==> src/design/guillotine_rect_packer_core_macros.svh <==
// ----------------------------------------------------------------------------
// guillotine rect packer assertion macros
// shared concurrent assertion forms used at the top level
// ----------------------------------------------------------------------------
`ifndef GUILLOTINE_RECT_PACKER_CORE_MACROS_SVH
`define GUILLOTINE_RECT_PACKER_CORE_MACROS_SVH

// same-cycle implication
`define GRP_ASSERT_IMP(label, clk, rst, ante, cons, msg) \
   label: assert property (@(posedge clk) disable iff (rst) (ante) |-> (cons)) \
      else $error(msg);

// next-cycle implication
`define GRP_ASSERT_NXT(label, clk, rst, ante, cons, msg) \
   label: assert property (@(posedge clk) disable iff (rst) (ante) |=> (cons)) \
      else $error(msg);

`endif

==> src/design/grp_pkg.sv <==
// ----------------------------------------------------------------------------
// grp_pkg
// types and codes shared by the guillotine rect packer modules
// ----------------------------------------------------------------------------
package grp_pkg;

   localparam int COORD_W = 16;

   localparam logic [1:0] STATUS_OK   = 2'd0;
   localparam logic [1:0] STATUS_FULL = 2'd1;
   localparam logic [1:0] STATUS_OVF  = 2'd2;

   localparam logic OP_PLACE = 1'b0;
   localparam logic OP_CLEAR = 1'b1;

   typedef struct packed {
      logic        op;
      logic [12:0] image_width;
      logic [12:0] image_height;
   } req_type;

   typedef struct packed {
      logic [15:0] place_x;
      logic [15:0] place_y;
      logic [15:0] atlas_width;
      logic [15:0] atlas_height;
      logic [1:0]  status;
   } rsp_type;

   typedef struct packed {
      logic       load;
      logic       clear;
      logic       scan;
      logic       grow;
      logic       remove;
      logic       shift_rd;
      logic       shift_wr;
      logic       dec;
      logic       app_r;
      logic       app_b;
      logic       finish;
      logic [1:0] fin_st;
   } cmd_type;

   typedef struct packed {
      logic scan_done;
      logic found;
      logic grow_ovf;
      logic grow_full;
      logic fit_full;
      logic shift_done;
      logic need_r;
      logic need_b;
      logic out_busy;
   } sts_type;

endpackage

==> src/design/grp_chan_if.sv <==
// ----------------------------------------------------------------------------
// grp_chan_if
// valid/ready channel carrying one payload per transaction
// ----------------------------------------------------------------------------
interface grp_chan_if #(
   parameter type payload_type = logic
);
   logic        valid;
   logic        ready;
   payload_type payload;

   modport source (output valid, output payload, input ready);
   modport sink   (input valid, input payload, output ready);
endinterface

==> src/design/grp_ram.sv <==
// ----------------------------------------------------------------------------
// grp_ram
// simple dual-port ram, one write and one registered read port
// ----------------------------------------------------------------------------
module grp_ram #(
   parameter int WIDTH = 64,
   parameter int DEPTH = 64
) (
   input  logic                     clock,
   input  logic                     wr_en,
   input  logic [$clog2(DEPTH)-1:0] wr_addr,
   input  logic [WIDTH-1:0]         wr_data,
   input  logic                     rd_en,
   input  logic [$clog2(DEPTH)-1:0] rd_addr,
   output logic [WIDTH-1:0]         rd_data
);
   logic [WIDTH-1:0] mem_ff [DEPTH];
   logic [WIDTH-1:0] rd_data_ff;

   always_ff @(posedge clock) begin
      if (wr_en) begin
         mem_ff[wr_addr] <= wr_data;
      end
      if (rd_en) begin
         rd_data_ff <= mem_ff[rd_addr];
      end
   end

   assign rd_data = rd_data_ff;
endmodule

==> src/design/grp_ctrl.sv <==
// ----------------------------------------------------------------------------
// grp_ctrl
// sequencer for scan, split, shift and append of the free list
// ----------------------------------------------------------------------------
module grp_ctrl (
   input  logic             clock,
   input  logic             reset,
   input  logic             req_valid,
   input  logic             req_op,
   output logic             req_ready,
   input  grp_pkg::sts_type sts,
   output grp_pkg::cmd_type cmd
);
   typedef enum logic [8:0] {
      S_IDLE     = 9'b000000001,
      S_SCAN     = 9'b000000010,
      S_DECIDE   = 9'b000000100,
      S_SHIFT_RD = 9'b000001000,
      S_SHIFT_WR = 9'b000010000,
      S_APP_R    = 9'b000100000,
      S_APP_B    = 9'b001000000,
      S_FINISH   = 9'b010000000,
      S_SPARE    = 9'b100000000
   } state_type;

   state_type  state_ff, state_in;
   logic [1:0] st_ff, st_in;

   assign req_ready = (state_ff == S_IDLE);

   always_comb begin
      state_in = state_ff;
      st_in    = st_ff;
      cmd      = '0;
      cmd.fin_st = st_ff;
      case (state_ff)
         S_IDLE: begin
            if (req_valid) begin
               if (req_op == grp_pkg::OP_CLEAR) begin
                  cmd.clear = 1'b1;
                  st_in     = grp_pkg::STATUS_OK;
                  state_in  = S_FINISH;
               end else begin
                  cmd.load = 1'b1;
                  state_in = S_SCAN;
               end
            end
         end
         S_SCAN: begin
            cmd.scan = 1'b1;
            if (sts.scan_done) begin
               state_in = S_DECIDE;
            end
         end
         S_DECIDE: begin
            state_in = S_FINISH;
            if (sts.found) begin
               if (sts.fit_full) begin
                  st_in = grp_pkg::STATUS_FULL;
               end else begin
                  cmd.remove = 1'b1;
                  st_in      = grp_pkg::STATUS_OK;
                  state_in   = S_SHIFT_RD;
               end
            end else if (sts.grow_ovf) begin
               st_in = grp_pkg::STATUS_OVF;
            end else if (sts.grow_full) begin
               st_in = grp_pkg::STATUS_FULL;
            end else begin
               cmd.grow = 1'b1;
               st_in    = grp_pkg::STATUS_OK;
            end
         end
         S_SHIFT_RD: begin
            if (sts.shift_done) begin
               cmd.dec = 1'b1;
               if (sts.need_r) begin
                  state_in = S_APP_R;
               end else if (sts.need_b) begin
                  state_in = S_APP_B;
               end else begin
                  state_in = S_FINISH;
               end
            end else begin
               cmd.shift_rd = 1'b1;
               state_in     = S_SHIFT_WR;
            end
         end
         S_SHIFT_WR: begin
            cmd.shift_wr = 1'b1;
            state_in     = S_SHIFT_RD;
         end
         S_APP_R: begin
            cmd.app_r = 1'b1;
            state_in  = sts.need_b ? S_APP_B : S_FINISH;
         end
         S_APP_B: begin
            cmd.app_b = 1'b1;
            state_in  = S_FINISH;
         end
         S_FINISH: begin
            if (!sts.out_busy) begin
               cmd.finish = 1'b1;
               state_in   = S_IDLE;
            end
         end
         default: begin
            state_in = S_IDLE;
         end
      endcase
   end

   always_ff @(posedge clock) begin
      if (reset) begin
         state_ff <= S_IDLE;
         st_ff    <= grp_pkg::STATUS_OK;
      end else begin
         state_ff <= state_in;
         st_ff    <= st_in;
      end
   end
endmodule

==> src/design/grp_datapath.sv <==
// ----------------------------------------------------------------------------
// grp_datapath
// free list store, best area fit search, texture size and result register
// ----------------------------------------------------------------------------
module grp_datapath #(
   parameter int FREE_SLOTS = 64,
   parameter int MAX_IMAGE  = 4096
) (
   input  logic             clock,
   input  logic             reset,
   input  logic             csr_we,
   input  logic [2:0]       csr_wdata,
   input  grp_pkg::req_type req_data,
   input  grp_pkg::cmd_type cmd,
   output grp_pkg::sts_type sts,
   output logic             rsp_valid,
   input  logic             rsp_ready,
   output grp_pkg::rsp_type rsp_data
);
   localparam int AW = (FREE_SLOTS > 1) ? $clog2(FREE_SLOTS) : 1;
   localparam int CW = $clog2(FREE_SLOTS + 1);
   localparam logic [15:0]   MAX_IMG_C = 16'(MAX_IMAGE);
   localparam logic [CW-1:0] SLOTS_C   = CW'(FREE_SLOTS);
   localparam logic [CW:0]   SLOTS_P1  = (CW + 1)'(FREE_SLOTS + 1);

   logic [2:0]    border_ff;
   logic [15:0]   iw_ff, ih_ff;
   logic [CW-1:0] scan_ptr_ff, count_ff, sh_ff;
   logic          dvld_ff, found_ff;
   logic [AW-1:0] data_idx_ff, best_idx_ff;
   logic [31:0]   best_area_ff;
   logic [15:0]   dx_ff, dy_ff, dw_ff, dh_ff;
   logic [15:0]   tex_w_ff, tex_h_ff;
   logic [15:0]   place_x_ff, place_y_ff;
   logic          rsp_valid_ff;
   grp_pkg::rsp_type rsp_data_ff;

   logic          issue;
   logic          wr_en, rd_en;
   logic [AW-1:0] wr_addr, rd_addr;
   logic [63:0]   wr_data, rd_data;
   logic [15:0]   rx, ry, rw, rh;
   logic [31:0]   area;
   logic          fits;
   logic [15:0]   wsat, hsat, pad;
   logic [16:0]   grow_sum;
   logic          widen, side;
   logic [CW:0]   fit_total;
   logic [15:0]   bext;

   grp_ram #(.WIDTH(64), .DEPTH(FREE_SLOTS)) u_ram (
      .clock   (clock),
      .wr_en   (wr_en),
      .wr_addr (wr_addr),
      .wr_data (wr_data),
      .rd_en   (rd_en),
      .rd_addr (rd_addr),
      .rd_data (rd_data)
   );

   assign bext  = {13'd0, border_ff};
   assign pad   = {12'd0, border_ff, 1'b0};
   assign wsat  = ({3'd0, req_data.image_width} > MAX_IMG_C) ? MAX_IMG_C
                : {3'd0, req_data.image_width};
   assign hsat  = ({3'd0, req_data.image_height} > MAX_IMG_C) ? MAX_IMG_C
                : {3'd0, req_data.image_height};

   assign issue   = cmd.scan && (scan_ptr_ff < count_ff);
   assign rd_en   = issue || cmd.shift_rd;
   assign rd_addr = cmd.shift_rd ? sh_ff[AW-1:0] : scan_ptr_ff[AW-1:0];

   assign rx   = rd_data[63:48];
   assign ry   = rd_data[47:32];
   assign rw   = rd_data[31:16];
   assign rh   = rd_data[15:0];
   assign area = rw * rh;
   assign fits = (rw >= iw_ff) && (rh >= ih_ff);

   assign grow_sum  = {1'b0, tex_h_ff} + {1'b0, ih_ff};
   assign widen     = tex_w_ff < iw_ff;
   assign side      = widen ? (tex_h_ff != 16'd0) : (iw_ff < tex_w_ff);
   assign fit_total = {1'b0, count_ff} + (CW + 1)'(sts.need_r) + (CW + 1)'(sts.need_b);

   always_comb begin
      sts            = '0;
      sts.scan_done  = !issue && !dvld_ff;
      sts.found      = found_ff;
      sts.grow_ovf   = grow_sum[16];
      sts.grow_full  = side && (count_ff >= SLOTS_C);
      sts.need_r     = dw_ff > iw_ff;
      sts.need_b     = dh_ff > ih_ff;
      sts.fit_full   = fit_total > SLOTS_P1;
      sts.shift_done = sh_ff >= count_ff;
      sts.out_busy   = rsp_valid_ff && !rsp_ready;
   end

   // one store port shared by growth, shift and split appends
   always_comb begin
      wr_en   = 1'b0;
      wr_addr = count_ff[AW-1:0];
      wr_data = rd_data;
      if (cmd.grow && side) begin
         wr_en = 1'b1;
         if (widen) begin
            wr_data = {tex_w_ff, 16'd0, iw_ff - tex_w_ff, tex_h_ff};
         end else begin
            wr_data = {iw_ff, tex_h_ff, tex_w_ff - iw_ff, ih_ff};
         end
      end else if (cmd.shift_wr) begin
         wr_en   = 1'b1;
         wr_addr = AW'(sh_ff - CW'(1));
      end else if (cmd.app_r) begin
         wr_en   = 1'b1;
         wr_data = {dx_ff + iw_ff, dy_ff, dw_ff - iw_ff, ih_ff};
      end else if (cmd.app_b) begin
         wr_en   = 1'b1;
         wr_data = {dx_ff, dy_ff + ih_ff, dw_ff, dh_ff - ih_ff};
      end
   end

   always_ff @(posedge clock) begin
      if (reset) begin
         border_ff    <= 3'd1;
         count_ff     <= '0;
         tex_w_ff     <= '0;
         tex_h_ff     <= '0;
         dvld_ff      <= 1'b0;
         found_ff     <= 1'b0;
         rsp_valid_ff <= 1'b0;
      end else begin
         if (csr_we) begin
            border_ff <= csr_wdata;
         end
         dvld_ff <= issue;
         if (cmd.load) begin
            found_ff <= 1'b0;
         end else if (cmd.scan && dvld_ff && fits && (!found_ff || area < best_area_ff)) begin
            found_ff <= 1'b1;
         end
         if (cmd.clear) begin
            count_ff <= '0;
            tex_w_ff <= '0;
            tex_h_ff <= '0;
         end else if (cmd.grow) begin
            tex_h_ff <= grow_sum[15:0];
            if (widen) begin
               tex_w_ff <= iw_ff;
            end
            if (side) begin
               count_ff <= count_ff + CW'(1);
            end
         end else if (cmd.dec) begin
            count_ff <= count_ff - CW'(1);
         end else if (cmd.app_r || cmd.app_b) begin
            count_ff <= count_ff + CW'(1);
         end
         if (cmd.finish) begin
            rsp_valid_ff <= 1'b1;
         end else if (rsp_ready) begin
            rsp_valid_ff <= 1'b0;
         end
      end
   end

   always_ff @(posedge clock) begin
      if (cmd.load) begin
         iw_ff       <= wsat + pad;
         ih_ff       <= hsat + pad;
         scan_ptr_ff <= '0;
      end else if (issue) begin
         scan_ptr_ff <= scan_ptr_ff + CW'(1);
      end
      if (issue) begin
         data_idx_ff <= scan_ptr_ff[AW-1:0];
      end
      // strict less keeps the earliest entry on equal area
      if (cmd.scan && dvld_ff && fits && (!found_ff || area < best_area_ff)) begin
         best_area_ff <= area;
         best_idx_ff  <= data_idx_ff;
         dx_ff        <= rx;
         dy_ff        <= ry;
         dw_ff        <= rw;
         dh_ff        <= rh;
      end
      if (cmd.remove) begin
         sh_ff <= CW'(best_idx_ff) + CW'(1);
      end else if (cmd.shift_wr) begin
         sh_ff <= sh_ff + CW'(1);
      end
      if (cmd.clear) begin
         place_x_ff <= '0;
         place_y_ff <= '0;
      end else if (cmd.grow) begin
         place_x_ff <= bext;
         place_y_ff <= tex_h_ff + bext;
      end else if (cmd.remove) begin
         place_x_ff <= dx_ff + bext;
         place_y_ff <= dy_ff + bext;
      end
      if (cmd.finish) begin
         rsp_data_ff.place_x      <= (cmd.fin_st == grp_pkg::STATUS_OK) ? place_x_ff : 16'd0;
         rsp_data_ff.place_y      <= (cmd.fin_st == grp_pkg::STATUS_OK) ? place_y_ff : 16'd0;
         rsp_data_ff.atlas_width  <= tex_w_ff;
         rsp_data_ff.atlas_height <= tex_h_ff;
         rsp_data_ff.status       <= cmd.fin_st;
      end
   end

   assign rsp_valid = rsp_valid_ff;
   assign rsp_data  = rsp_data_ff;
endmodule

==> src/design/guillotine_rect_packer_core.sv <==
// ----------------------------------------------------------------------------
// guillotine_rect_packer_core
// guillotine atlas packer with best area fit over a free rectangle list
// ----------------------------------------------------------------------------
//  channel  dir  transaction
//  req_ch   in   op, image_width, image_height
//  rsp_ch   out  place_x, place_y, atlas_width, atlas_height, status
//  csr_*    in   border_size write, no read-back
//
//  after the accept cycle a clear goes straight to finish; a place scans the
//  free entries through the store's registered read port, then decides and
//  finishes; a fit also reads and writes back each entry after the chosen one
//  to close the gap, then appends the right and bottom splits as needed
//  reset empties the free list and the texture and sets border_size to 1
//  the result register lets a new transaction in while a result waits
// ----------------------------------------------------------------------------
`include "guillotine_rect_packer_core_macros.svh"

module guillotine_rect_packer_core #(
   parameter int FREE_SLOTS = 64,
   parameter int MAX_IMAGE  = 4096
) (
   input  logic       clock,
   input  logic       reset,
   grp_chan_if.sink   req_ch,
   grp_chan_if.source rsp_ch,
   input  logic       csr_we,
   input  logic [2:0] csr_wdata
);
   grp_pkg::cmd_type cmd;
   grp_pkg::sts_type sts;
   grp_pkg::req_type req_data;
   grp_pkg::rsp_type rsp_data;

   assign req_data       = req_ch.payload;
   assign rsp_ch.payload = rsp_data;

   grp_ctrl u_ctrl (
      .clock     (clock),
      .reset     (reset),
      .req_valid (req_ch.valid),
      .req_op    (req_data.op),
      .req_ready (req_ch.ready),
      .sts       (sts),
      .cmd       (cmd)
   );

   grp_datapath #(.FREE_SLOTS(FREE_SLOTS), .MAX_IMAGE(MAX_IMAGE)) u_dp (
      .clock     (clock),
      .reset     (reset),
      .csr_we    (csr_we),
      .csr_wdata (csr_wdata),
      .req_data  (req_data),
      .cmd       (cmd),
      .sts       (sts),
      .rsp_valid (rsp_ch.valid),
      .rsp_ready (rsp_ch.ready),
      .rsp_data  (rsp_data)
   );

   `GRP_ASSERT_NXT(a_busy_after_accept, clock, reset, req_ch.valid && req_ch.ready, !req_ch.ready, "request accepted while still busy")
   `GRP_ASSERT_IMP(a_finish_when_free, clock, reset, cmd.finish, !(rsp_ch.valid && !rsp_ch.ready), "result register overwritten")
   `GRP_ASSERT_IMP(a_fail_no_place, clock, reset, rsp_ch.valid && rsp_data.status != grp_pkg::STATUS_OK, rsp_data.place_x == 16'd0 && rsp_data.place_y == 16'd0, "failed placement reports a position")
endmodule
==> src/flat_wrapper.sv <==
// flat-port wrapper written by rule: the top's interface ports become plain ports
module guillotine_rect_packer_core_flat 
#(
   parameter int FREE_SLOTS = 64,
   parameter int MAX_IMAGE  = 4096
)
  (clock, reset, csr_we, csr_wdata, req_ch_valid, req_ch_payload, req_ch_ready, rsp_ch_valid, rsp_ch_payload, rsp_ch_ready);
  grp_chan_if req_ch_i ();
  grp_chan_if rsp_ch_i ();
  input  logic clock;
  input  logic reset;
  input  logic csr_we;
  input  logic [2:0] csr_wdata;
  input wire logic [$bits(req_ch_i.valid)-1:0] req_ch_valid;
  input wire logic [$bits(req_ch_i.payload)-1:0] req_ch_payload;
  output wire logic [$bits(req_ch_i.ready)-1:0] req_ch_ready;
  output wire logic [$bits(rsp_ch_i.valid)-1:0] rsp_ch_valid;
  output wire logic [$bits(rsp_ch_i.payload)-1:0] rsp_ch_payload;
  input wire logic [$bits(rsp_ch_i.ready)-1:0] rsp_ch_ready;
  assign req_ch_i.valid = req_ch_valid;
  assign req_ch_i.payload = req_ch_payload;
  assign req_ch_ready = req_ch_i.ready;
  assign rsp_ch_valid = rsp_ch_i.valid;
  assign rsp_ch_payload = rsp_ch_i.payload;
  assign rsp_ch_i.ready = rsp_ch_ready;
  guillotine_rect_packer_core #(.FREE_SLOTS(FREE_SLOTS), .MAX_IMAGE(MAX_IMAGE)) u_core (.clock(clock), .reset(reset), .req_ch(req_ch_i), .rsp_ch(rsp_ch_i), .csr_we(csr_we), .csr_wdata(csr_wdata));
endmodule
==> config.mk <==
export PLATFORM = sky130hd
export DESIGN_NAME = guillotine_rect_packer_core_flat
export DESIGN_NICKNAME = d
export VERILOG_FILES = /design/src/design/grp_pkg.sv /design/src/design/grp_chan_if.sv /design/src/design/grp_ram.sv /design/src/design/grp_ctrl.sv /design/src/design/grp_datapath.sv /design/src/design/guillotine_rect_packer_core.sv /design/src/flat_wrapper.sv
export VERILOG_INCLUDE_DIRS = /design/src /design/src/design
export SDC_FILE = /design/constraint.sdc
export NUM_CORES = 2
export LEC_CHECK = 0
export BUFFER_PORTS_ARGS = -buffer_cell sky130_fd_sc_hd__buf_2
export CORE_MARGIN = 1.5
export CORE_UTILIZATION = 37
export CTS_BUF_LIST = sky130_fd_sc_hd__clkbuf_8 sky130_fd_sc_hd__clkbuf_16
export DETAILED_ROUTE_END_ITERATION = 16
export PLACE_DENSITY_LB_ADDON = 0.05
export SKIP_LAST_GASP = 1
export SYNTH_ARGS = -nofsm -noshare
export SYNTH_HDL_FRONTEND = slang
export SYNTH_SLANG_ARGS = --single-unit
export TNS_END_PERCENT = 10
==> constraint.sdc <==
create_clock -name clock -period 12.4 [get_ports clock]
set_input_delay 0.62 -clock clock [delete_from_list [all_inputs] [get_ports clock]]
set_output_delay 0.62 -clock clock [all_outputs]
set_load 0.02 [all_outputs]
-- Yosys cells after proc, flatten, opt, wreduce, memory -nomap -nowiden
Memories as Yosys holds them, arrays and structs flattened. A register that Yosys moved wholly into a read port is not among the register bits.
Index checks and enable logic that the tools add are counted.
- memories: 1
- flip-flop bits (word level): 184
- word-level logic and storage cells: 143
- memory bits (writable): 4096
- input bits: 9
- memories (memory ; depth ; width ; read ports ; clocked after memory_dff ; wr ports ; line ; RTL):
    u_core.u_dp.u_ram.mem_ff ; 64 ; 64 ; 1 ; 1 ; 1 ; grp_ram.sv:17 ; logic [WIDTH-1:0] mem_ff [DEPTH];
- reduce and logical (&&, ||, !) cells: 25
- multiplexer cells: 55
- multiply operators: 1
- magnitude comparators: 12
- add/subtract/negate cells: 16
- eq/ne operators: 12
- operators by type and width (operator ; count):
    64-bit 2-to-1 mux ; 4
    9-bit case mux with 8 select lines ; 1
    52-bit 2-to-1 mux ; 1
    7-bit 2-to-1 mux ; 6
    8-bit 2-to-1 mux ; 5
    32-bit < comparator ; 1
    16-bit by 16-bit multiplier with 32-bit output ; 1
    1-bit 2-to-1 mux ; 28
    9-bit 2-to-1 mux ; 3
    7-bit by 1-bit adder with 7-bit output (second input constant) ; 3
    6-bit 2-to-1 mux ; 3
    16-bit by 16-bit adder with 17-bit output ; 1
    16-bit adder ; 1
    16-bit by 4-bit adder with 16-bit output ; 1
    16-bit greater-or-equal comparator ; 1
    16-bit by 4-bit greater-or-equal comparator with 1-bit output ; 1
    16-bit greater-than comparator ; 1
    16-bit by 4-bit greater-than comparator with 1-bit output ; 1
    16-bit nonzero test ; 1
    16-bit subtractor ; 1
    16-bit by 4-bit subtractor with 16-bit output ; 1
    13-bit by 4-bit adder with 14-bit output ; 1
    1-bit by 13-bit greater-than comparator with 1-bit output (second input constant) ; 1
    13-bit 2-to-1 mux ; 1
    30 further kinds ; 52

-- Longest topological paths before layout
- word-level depth: 11
- gate-level depth with buffers: 34

-- By module
A second synthesis with hierarchy kept.
- cells, all modules: 9786
- area, all modules: 186013.4 sq um
- by module, submodules not included (module ; area an instance (sq um) ; sequential area each (sq um) ; instances ; cells each):
    grp_ram ; 156985.6 ; 124919.8 ; 1 ; 6598
    grp_datapath ; 28349.7 ; 7857.5 ; 1 ; 3104
    grp_ctrl ; 674.4 ; 200.2 ; 1 ; 83
    guillotine_rect_packer_core ; 3.8 ; 0.0 ; 1 ; 1

-- Worst setup path before layout
No wires, ideal clock.
- path kind: register to register
- from: register u_core.u_dp.u_ram.rd_data_ff[23] (netlist: u_core.u_dp.u_ram.rd_data[23]) (read register of u_core.u_dp.u_ram.mem_ff)
- to: register u_core.u_dp.best_area_ff[0], enable pin
- arrival time: 10.900 ns
- setup slack: 0.979 ns
- buffers on the path: 2
- stages on the path, launching flop included: 35
- data required time: 11.879 ns
- path through: edfxtp_1 clkbuf_1 clkbuf_1 nand2_1 fa_1 inv_1 fa_1 inv_1 fa_1 inv_1 fa_1 fa_1 inv_1 fa_1 inv_1 ha_1 nand3_1 nor2_1 a21oi_1 nand2_1 and3_1 or3b_2 a41o_1 a21oi_1 xnor2_1 ha_1 a21o_1 a21o_1 a21o_1 a21o_1 a21o_1 a21o_1 a21oi_1 o221ai_1 a21oi_1
- cells in the longest elaborated chain, start to end: 4
- ends and longest elaborated chain (what ; line ; RTL):
    start, declared ; grp_ram.sv:18 ; logic [WIDTH-1:0] rd_data_ff;
    16-bit by 16-bit multiplier with 32-bit output ; grp_datapath.sv:76 ; assign area = rw * rh;
    via u_core.u_dp.area[25] ; grp_datapath.sv:43 ; logic [31:0] area;
    32-bit < comparator ; grp_datapath.sv:177 ; if (cmd.scan && dvld_ff && fits && (!found_ff || area < best_area_ff)) begin
    1-bit logical OR ; grp_datapath.sv:177 ;
    1-bit logical AND ; grp_datapath.sv:177 ;
    end signal, assigned ; grp_datapath.sv:178 ; best_area_ff <= area;
    end, declared ; grp_datapath.sv:31 ; logic [31:0] best_area_ff;
The timed path passes the listed nets, and every way through them passes these cells.
A chain may end at the register's enable or synchronous reset.

-- Final worst setup path
- from: register u_core.u_dp.u_ram.rd_data_ff[21] (netlist: u_core.u_dp.u_ram.rd_data[21]) (read register of u_core.u_dp.u_ram.mem_ff)
- to: register u_core.u_dp.best_area_ff[4], enable pin
Same word-level chain as after synthesis.

==> metrics.cfg <==
[worst_setup_path]
worstPathRequired_ns = 12.93
critPathMaxFanout = 52
critPathArrivalTime_ns = 10.48
slowest_stage = edfxtp_1
critical_path.max_stage_delay_ns = 1.01
end_kind = register
start_kind = register
cpMostUsedCell = fa_1
critical_path_class = reg -> reg

[finish]
fin_util_pct = 42.25
layout-drive-gt1-share_pct = 9.728
area_growth_pct = 13.57
final_nets = 7773
fill_cells = 24270
instances_no_fill = 11120

[clock_tree]
clkTransAtPathRegs_ns = 0.06
clock_path_buffers = 4
cts_root_buf = clkbuf_16
cts_setup_buffers = 0
hold_buffers = 9
insertion_delay_ns = 0.93
ctsResizeCount = 0
cts_tree = built
clock_sinks = 2216
numCtsBuffers = 247
htree_levels = 4

[routing]
first_pass_iters = 12
antenna_left = 0
post-route-drc-count = 8
drt_wl_total_mm = 337.9
wl_per_cell_microns = 30.38
via_count = 61500
drtIter0Drc = 5441
via_per_inst = 5.530

[global_routing]
grt_pass1_wl_mm = 475.8
first_global_vias = 60760
antenna_found_initial = 26
grt_max_degree = 135
grt_overflow = 0
track_usage_pct = 24.77

[timing]
worst_slew_pin_slew_ns = 1.417
slew_headroom_pct = 4.822
post-route-period-util_pct = 80.26
setup_ws_ns = 2.448
tns_ns = 0
fmax_mhz = 100.5
setup_violations = 0
fin_crit_ns = 9.952
rsz0062_at_grt = no
hold_violations = 0
slew_violations = 0
fin_skew_ns = 0.07481

[pwr]
vdd_drop_max_v = 0.0001334
power_leakage_nw = 40.99
power-per-cell-area_nw_per_um2 = 134.7
finalPower_w = 0.01509

[yosys]
synth_seq_area_share_pct = 66.99
syn_avg_cell_area_sq_um = 13.50
yosysWarnings = 0
synth_ff_type = edfxtp_1
synth.net_count = 7693
syn_area_sq_um = 98610
synth-edff-count = 2168
synth_cell_type_count = 74
syn_inst = 7304
ys_ff_latch = 2216
ys_async_sr_fraction_pct = 0

[place]
place_inst = 10660
dp_hpwl_mm = 194.8
dpl_worst_slack_ns = 2.377
place_congestion = 0.8275
io_buffer_count = 11

[worst_hold_path]
hold_path_class = in -> reg

[run_status]
violations = DRC
status = finished with violations

[floorplan]
die_x_microns = 519.3
io_pins = 12
core_sq_um = 265100
dieHeight_microns = 519.3
start_util_pct = 37.20
die_area_sq_um = 269600
rows = 189

[job]
maxCapViolations = 0

[flip-flops by register name (all words and copies together) (netlist names), 7 cells and up]
register	count
u_core.u_dp.best_area_ff	32
u_core.u_ctrl.state_ff	8
u_core.u_dp.count_ff	7
u_core.u_dp.tex_h_ff	16
u_core.u_dp.sh_ff	7
u_core.u_dp.scan_ptr_ff	7
u_core.u_dp.u_ram.mem_ff	2048
u_core.u_dp.dh_ff	16
u_core.u_dp.u_ram.rd_data	32
u_core.u_dp.dw_ff	16
[critical path: cells and delay by family (launching register included)]
family | cells | cell delay [ns]
buffers and inverters | 6 | 0.61
and+or+nand+nor | 2 | 0.29
xor gates and xnor gates | 1 | 0.24
DFF | 1 | 1.01
adders and majority gates | 8 | 3.62
AOI/OAI and AO/OA | 11 | 3.71
[logic make-up after synthesis]
kind of cell             Yosys count  synth area share (%)
multiplexers                     551                 5.593
AO/OA/AOI/OAI                    953                 6.509
XOR/XNOR                          72                0.6395
adder cells (fa/ha/maj)          380                 6.359
AND/OR/NAND/NOR                 2369                 10.67
buffers and inverters            763                 3.230
flip-flops                      2216                 66.99
[layout make-up]
class | count | area [sq um] | share of cell area, %
antenna | 13 | 32.53 | 0.02905
tap | 3533 | 4420 | 3.947
clock buffer | 251 | 6247 | 5.578
clock inverter | 190 | 1254 | 1.119
inverter | 328 | 1231 | 1.099
sequential | 2216 | 66060 | 58.99
timing repair buffer | 266 | 2205 | 1.969
multi-input combinational | 4325 | 30540 | 27.27
[cell usage after synthesis (48+ instances only)]
master,number,area [sq um]
and2_1,124,775.7
a21oi_1,227,1136
fa_1,202,4044
inv_1,328,1231
a31oi_1,129,807.0
o22ai_1,52,325.3
nor2_1,163,611.8
o21ai_0,116,580.6
edfxtp_1,2168,65100
mux2i_1,551,5515
nor3_1,112,560.5
buf_2,119,595.6
o221ai_1,145,1270
dfxtp_1,48,960.9
ha_1,178,2227
nand2_1,1305,4898
clkbuf_1,233,874.6
nand3_1,470,2352
[path summary, 6_finish.rpt]
check	start	to	cells past startpoint	slack, ns
max	u_core.u_dp.u_ram.rd_data[21]	u_core.u_dp.best_area_ff[4]	28	2.45
min	reset	u_core.u_dp.border_ff[2]	2	0.28
max reg2reg	u_core.u_dp.u_ram.rd_data[21]	u_core.u_dp.best_area_ff[4]	28	2.45
min reg2reg	u_core.u_dp.data_idx_ff[0]	u_core.u_dp.best_idx_ff[0]	0	0.42
[where the power goes]
group          switching (W)  internal [W]
combinational      0.0000391     0.0000210
sequential        0.00000664       0.00810
clock                0.00302       0.00390
[routing by layer]
layer	wire length [microns]	up-vias	part of all wire, %	GRT usage [%]
met5	21	-	0.0062	0
met4	10740	4	3.2	8.108
met3	17050	405	5.0	3.194
met2	160500	1686	47	40.54
met1	149600	32240	44	34.04
li1	-	27170	-	-
[cell usage in the layout, fill, tap and decap left out, types with 145 or more instances in the layout]
cell / n
a21oi_1: 222
o221ai_1: 145
inv_1: 387
clkbuf_16: 248
edfxtp_1: 2168
nand2_1: 1302
nand3_1: 470
buf_4: 229
mux2i_1: 549
fa_1: 202
ha_1: 178
[stage by stage]
stage          hold WS [ns]  area [sq um]
2_1_floorplan        0.4003         98610
3_3_place_gp         0.4023        104300
3_5_place_dp         0.4054        104400
4_1_cts              0.2269        112000
5_1_grt              0.2758        112000
6_report             0.2811        112000
(Power assumes the default switching activity.)
